--- src/rtl/core/mprq_pkg.sv ---
// Shared field widths, operation codes and status codes of the priority ready queue.
package mprq_pkg;

	localparam int OP_W    = 3;
	localparam int CPU_W   = 2;
	localparam int TASK_W  = 6;
	localparam int PRIO_W  = 5;
	localparam int AFF_W   = 4;
	localparam int LAST_W  = 3;
	localparam int STAT_W  = 2;
	localparam int TOTAL_W = 7;

	localparam logic [OP_W-1:0] OP_ENQ_PICK = 3'd0;
	localparam logic [OP_W-1:0] OP_ENQ_HEAD = 3'd1;
	localparam logic [OP_W-1:0] OP_ENQ_TAIL = 3'd2;
	localparam logic [OP_W-1:0] OP_REMOVE   = 3'd3;
	localparam logic [OP_W-1:0] OP_TAKE_TOP = 3'd4;
	localparam logic [OP_W-1:0] OP_REPORT   = 3'd5;

	localparam logic [STAT_W-1:0] STATUS_OK         = 2'd0;
	localparam logic [STAT_W-1:0] STATUS_QUEUED     = 2'd1;
	localparam logic [STAT_W-1:0] STATUS_NOT_QUEUED = 2'd2;

endpackage

--- src/rtl/core/mprq_pick_cpu.sv ---
// Target cpu selection for an enqueue from affinity, last cpu and the idle mask.
module mprq_pick_cpu #(
	parameter int NUM_CPUS = 4,
	localparam int CW = (NUM_CPUS > 1) ? $clog2(NUM_CPUS) : 1
) (
	input  logic [mprq_pkg::AFF_W-1:0]  affinity,
	input  logic [mprq_pkg::LAST_W-1:0] last_cpu,
	input  logic [NUM_CPUS-1:0]         active_mask,
	output logic [CW-1:0]               chosen
);

	logic [NUM_CPUS-1:0] aff;
	logic [NUM_CPUS-1:0] aff_rest;
	logic [NUM_CPUS-1:0] idle;
	logic [CW-1:0]       first;
	logic [CW-1:0]       low_idle;
	logic                last_ok;
	logic                single;

	always_comb begin
		aff = NUM_CPUS'(affinity);
		idle = ~active_mask;
		first = '0;
		low_idle = '0;
		for (int i = NUM_CPUS - 1; i >= 0; i--) begin
			if (aff[i]) begin
				first = CW'(i);
			end
			if (idle[i]) begin
				low_idle = CW'(i);
			end
		end
		aff_rest = aff;
		aff_rest[first] = 1'b0;
		single = (aff_rest == '0);
		last_ok = !last_cpu[mprq_pkg::LAST_W-1] && (32'(last_cpu) < NUM_CPUS);
		if (single) begin
			chosen = first;
		end else if (idle != '0) begin
			if (last_ok && idle[CW'(last_cpu)]) begin
				chosen = CW'(last_cpu);
			end else begin
				chosen = low_idle;
			end
		end else begin
			chosen = '0;
		end
	end

endmodule

--- config.mk ---
export PLATFORM = sky130hd
export DESIGN_NAME = mprq_pick_cpu
export DESIGN_NICKNAME = d
export VERILOG_FILES = /design/src/rtl/core/mprq_pkg.sv /design/src/rtl/core/mprq_pick_cpu.sv
export SDC_FILE = /design/constraint.sdc
export NUM_CORES = 1
export LEC_CHECK = 0
export ABC_AREA = 0
export BUFFER_PORTS_ARGS = -buffer_cell sky130_fd_sc_hd__buf_2
export CORE_AREA = 3 3 40 42
export DETAILED_ROUTE_END_ITERATION = 16
export DIE_AREA = 0 0 43 45
export SYNTH_ARGS = -nofsm -noshare
export SYNTH_HDL_FRONTEND = slang
export SYNTH_SLANG_ARGS = --single-unit
export TNS_END_PERCENT = 20
--- constraint.sdc ---
create_clock -name vclk -period 1.1
set_clock_uncertainty 0.15 [all_clocks]
set_input_delay 0.22 -clock vclk [all_inputs]
set_output_delay 0.22 -clock vclk [all_outputs]
set_load 0.02 [all_outputs]
==> results.json <==
{
  "status": "finished, violations left",
  "violations": "negative setup slack",
  "setup_viol": 2,
  "ios": 13,
  "critPathSlowestCell": "or3_1",
  "required_ns": 0.73,
  "seqCellArea_um2": 0,
  "cp.arrival_ns": 1.10,
  "holdWs_ns": 0.677,
  "swShare": 0.434,
  "max_stage_delay_ns": 0.35,
  "areaGrowthSynthToFinish_pct": 133,
  "grt_pass1_wl_um": 793,
  "final_nets": 50,
  "crit_fanout": 4,
  "vdd_ir_drop_max_v": 0.000142,
  "port_buffers": 13,
  "wl_um": 485,
  "start_util": 0.112,
  "fin_crit_sh": 1.34,
  "vias": 222,
  "viasPerCell": 4.27,
  "cp_cell_sequence": "buf_2 -> xnor2_1 -> or3_1 -> a31oi_4 -> buf_6",
  "drtAntennaViolNets": 0,
  "finalHoldViolCount": 0,
  "fillerInstances": 145,
  "period_needed_ns": 1.47,
  "clkPwrFrac": 0,
  "yosysUniqueCellTypes": 17,
  "drtIter0Drc": 3,
  "setup_ws_ns": -0.373,
  "p_switching_uw": 63.2,
  "syn_nets": 32,
  "grt_pass1_vias": 205,
  "clock_buffers": 0,
  "drc": 0,
  "antenna_cells": 0,
  "max_slew_margin": 0.806,
  "num_rows": 13,
  "min_path_type": "input pin to output pin",
  "fp.dieArea_um2": 1940,
  "seq_power_share": 0,
  "wl_per_cell_um": 9.33,
  "power_uw": 146,
  "synth.avg_cell_area_um2": 6.85,
  "die_w_um": 43,
  "seq_area_frac_synth": 0,
  "gp_congestion": 0.652,
  "firstDrtPassIters": 4,
  "maxSlewViolCount": 0,
  "core_area_um2": 1280,
  "antenna_found_initial": 0,
  "drive_gt1_frac": 0.649,
  "worstSetupEndpointType": "output pin",
  "start_kind": "input pin",
  "p_int_uw": 82.5,
  "post_cts_buffers": 0,
  "p_comb_frac": 1.000,
  "p_leak_nw": 0.150,
  "grt_max_degree": 6,
  "nFlopsAndLatches": 0,
  "grt_overflow_total": 0,
  "syn-cell-area_um2": 144,
  "dp_hpwl_um": 398,
  "rsz0062_at_grt": "yes",
  "netlist_instances": 21,
  "dieHeight_um": 45,
  "fmax_mhz": 679,
  "max-cap-violations": 0,
  "worst_pin_slew_ns": 0.291,
  "multiInputGateArea_um2": 186,
  "critPathKind": "input pin to output pin",
  "yosysWarningCount": 0,
  "power_density_nw_per_um2": 434,
  "grt_use_total": 0.0489
}
==> routing by layer <==
| layer | global-route usage | share of wire | up-vias |
|---|---|---|---|
| met1 | 0.0762 | 0.51 | 94 |
| met3 | 0.00398 | 0.11 | 0 |
| met4 | 0 | 0 | 0 |
| li1 | - | - | 117 |
| met5 | 0 | 0 | - |
| met2 | 0.0778 | 0.37 | 11 |
==> final cells by class <==
| type | count | area share |
|---|---|---|
| Tap cell | 15 | 0.0560 |
| Inverter | 2 | 0.0224 |
| Timing Repair Buffer | 16 | 0.366 |
| Multi-Input combinational cell | 19 | 0.556 |
==> cell usage in the layout (no fill, tap or decap) <==
| cell | netlist | final |
|---|---|---|
| a211o_1 | 1 | 1 |
| a211o_2 | 1 | 1 |
| a211oi_2 | 0 | 1 |
| a21boi_4 | 0 | 1 |
| a31oi_4 | 0 | 1 |
| a41o_1 | 1 | 1 |
| and2_1 | 1 | 1 |
| buf_2 | 0 | 8 |
| buf_4 | 0 | 3 |
| buf_6 | 0 | 4 |
| buf_8 | 0 | 1 |
| inv_1 | 2 | 2 |
| mux2_4 | 0 | 1 |
| nand2_1 | 3 | 3 |
| nand2b_1 | 1 | 1 |
| nor2_1 | 1 | 1 |
| nor2b_2 | 0 | 1 |
| o2111ai_1 | 1 | 1 |
| o221ai_2 | 0 | 2 |
| or3_1 | 1 | 1 |
| xnor2_1 | 1 | 1 |
==> through the flow <==
stage	instance area (um^2)	setup TNS [ns]	worst slack [ns]	std cells	utilization
floorplan	186	-0.352	-0.185	21	-
global placement	293	-0.825	-0.415	52	0.228
detailed placement	293	-0.820	-0.411	52	0.228
CTS	312	-0.749	-0.384	52	0.242
global route	335	-0.803	-0.407	52	0.261
finish	335	-0.729	-0.373	52	0.261
==> cell usage after synthesis (all sizes together) <==
cell | n | area (um^2)
nand2 | 3 | 11.3
a211o | 2 | 18.8
inv | 2 | 7.51
o221ai | 2 | 17.5
a211oi | 1 | 7.51
a21boi | 1 | 7.51
a31oi | 1 | 6.26
a41o | 1 | 10.0
and2 | 1 | 6.26
mux2 | 1 | 11.3
nand2b | 1 | 6.26
nor2 | 1 | 3.75
nor2b | 1 | 6.26
o2111ai | 1 | 8.76
or3 | 1 | 6.26
xnor2 | 1 | 8.76
==> what timing repair did <==
item                       CTS  global route
hold buffers                 0             0
resized for setup            5             7
pin swaps                    0             1
setup endpoints to repair    2             2
==> logic make-up after synthesis <==
kind of cell    after synthesis  synth area share
buf+inv                       2            0.0522
xor+xnor                      1            0.0609
mux                           1            0.0783
simple gates                  8             0.278
compound gates                9             0.531
==> power groups by stage <==
stage | clock network, mW | registers, mW | logic [mW]
3_5_place_dp | 0 | 0 | 0.123
5_1_grt | 0 | 0 | 0.158
4_1_cts | 0 | 0 | 0.138
3_3_place_gp | 0 | 0 | 0.123
6_report | 0 | 0 | 0.146
2_1_floorplan | 0 | 0 | 0.0706
==> worst max-delay path, delay by kind of cell <==
| kind | cells | cell delay, ns |
|---|---|---|
| AND/OR/NAND/NOR | 1 | 0.35 |
| buffers and inverters | 2 | 0.25 |
| XOR/XNOR | 1 | 0.12 |
| AO/OA/AOI/OAI | 1 | 0.15 |
==> final timing paths <==
check	slack [ns]	endpoint	startpoint	cells after the start
max	-0.37	chosen[0]	affinity[1]	5
min	0.68	chosen[1]	affinity[0]	4
Note: power is estimated with default switching activity, not from simulation.
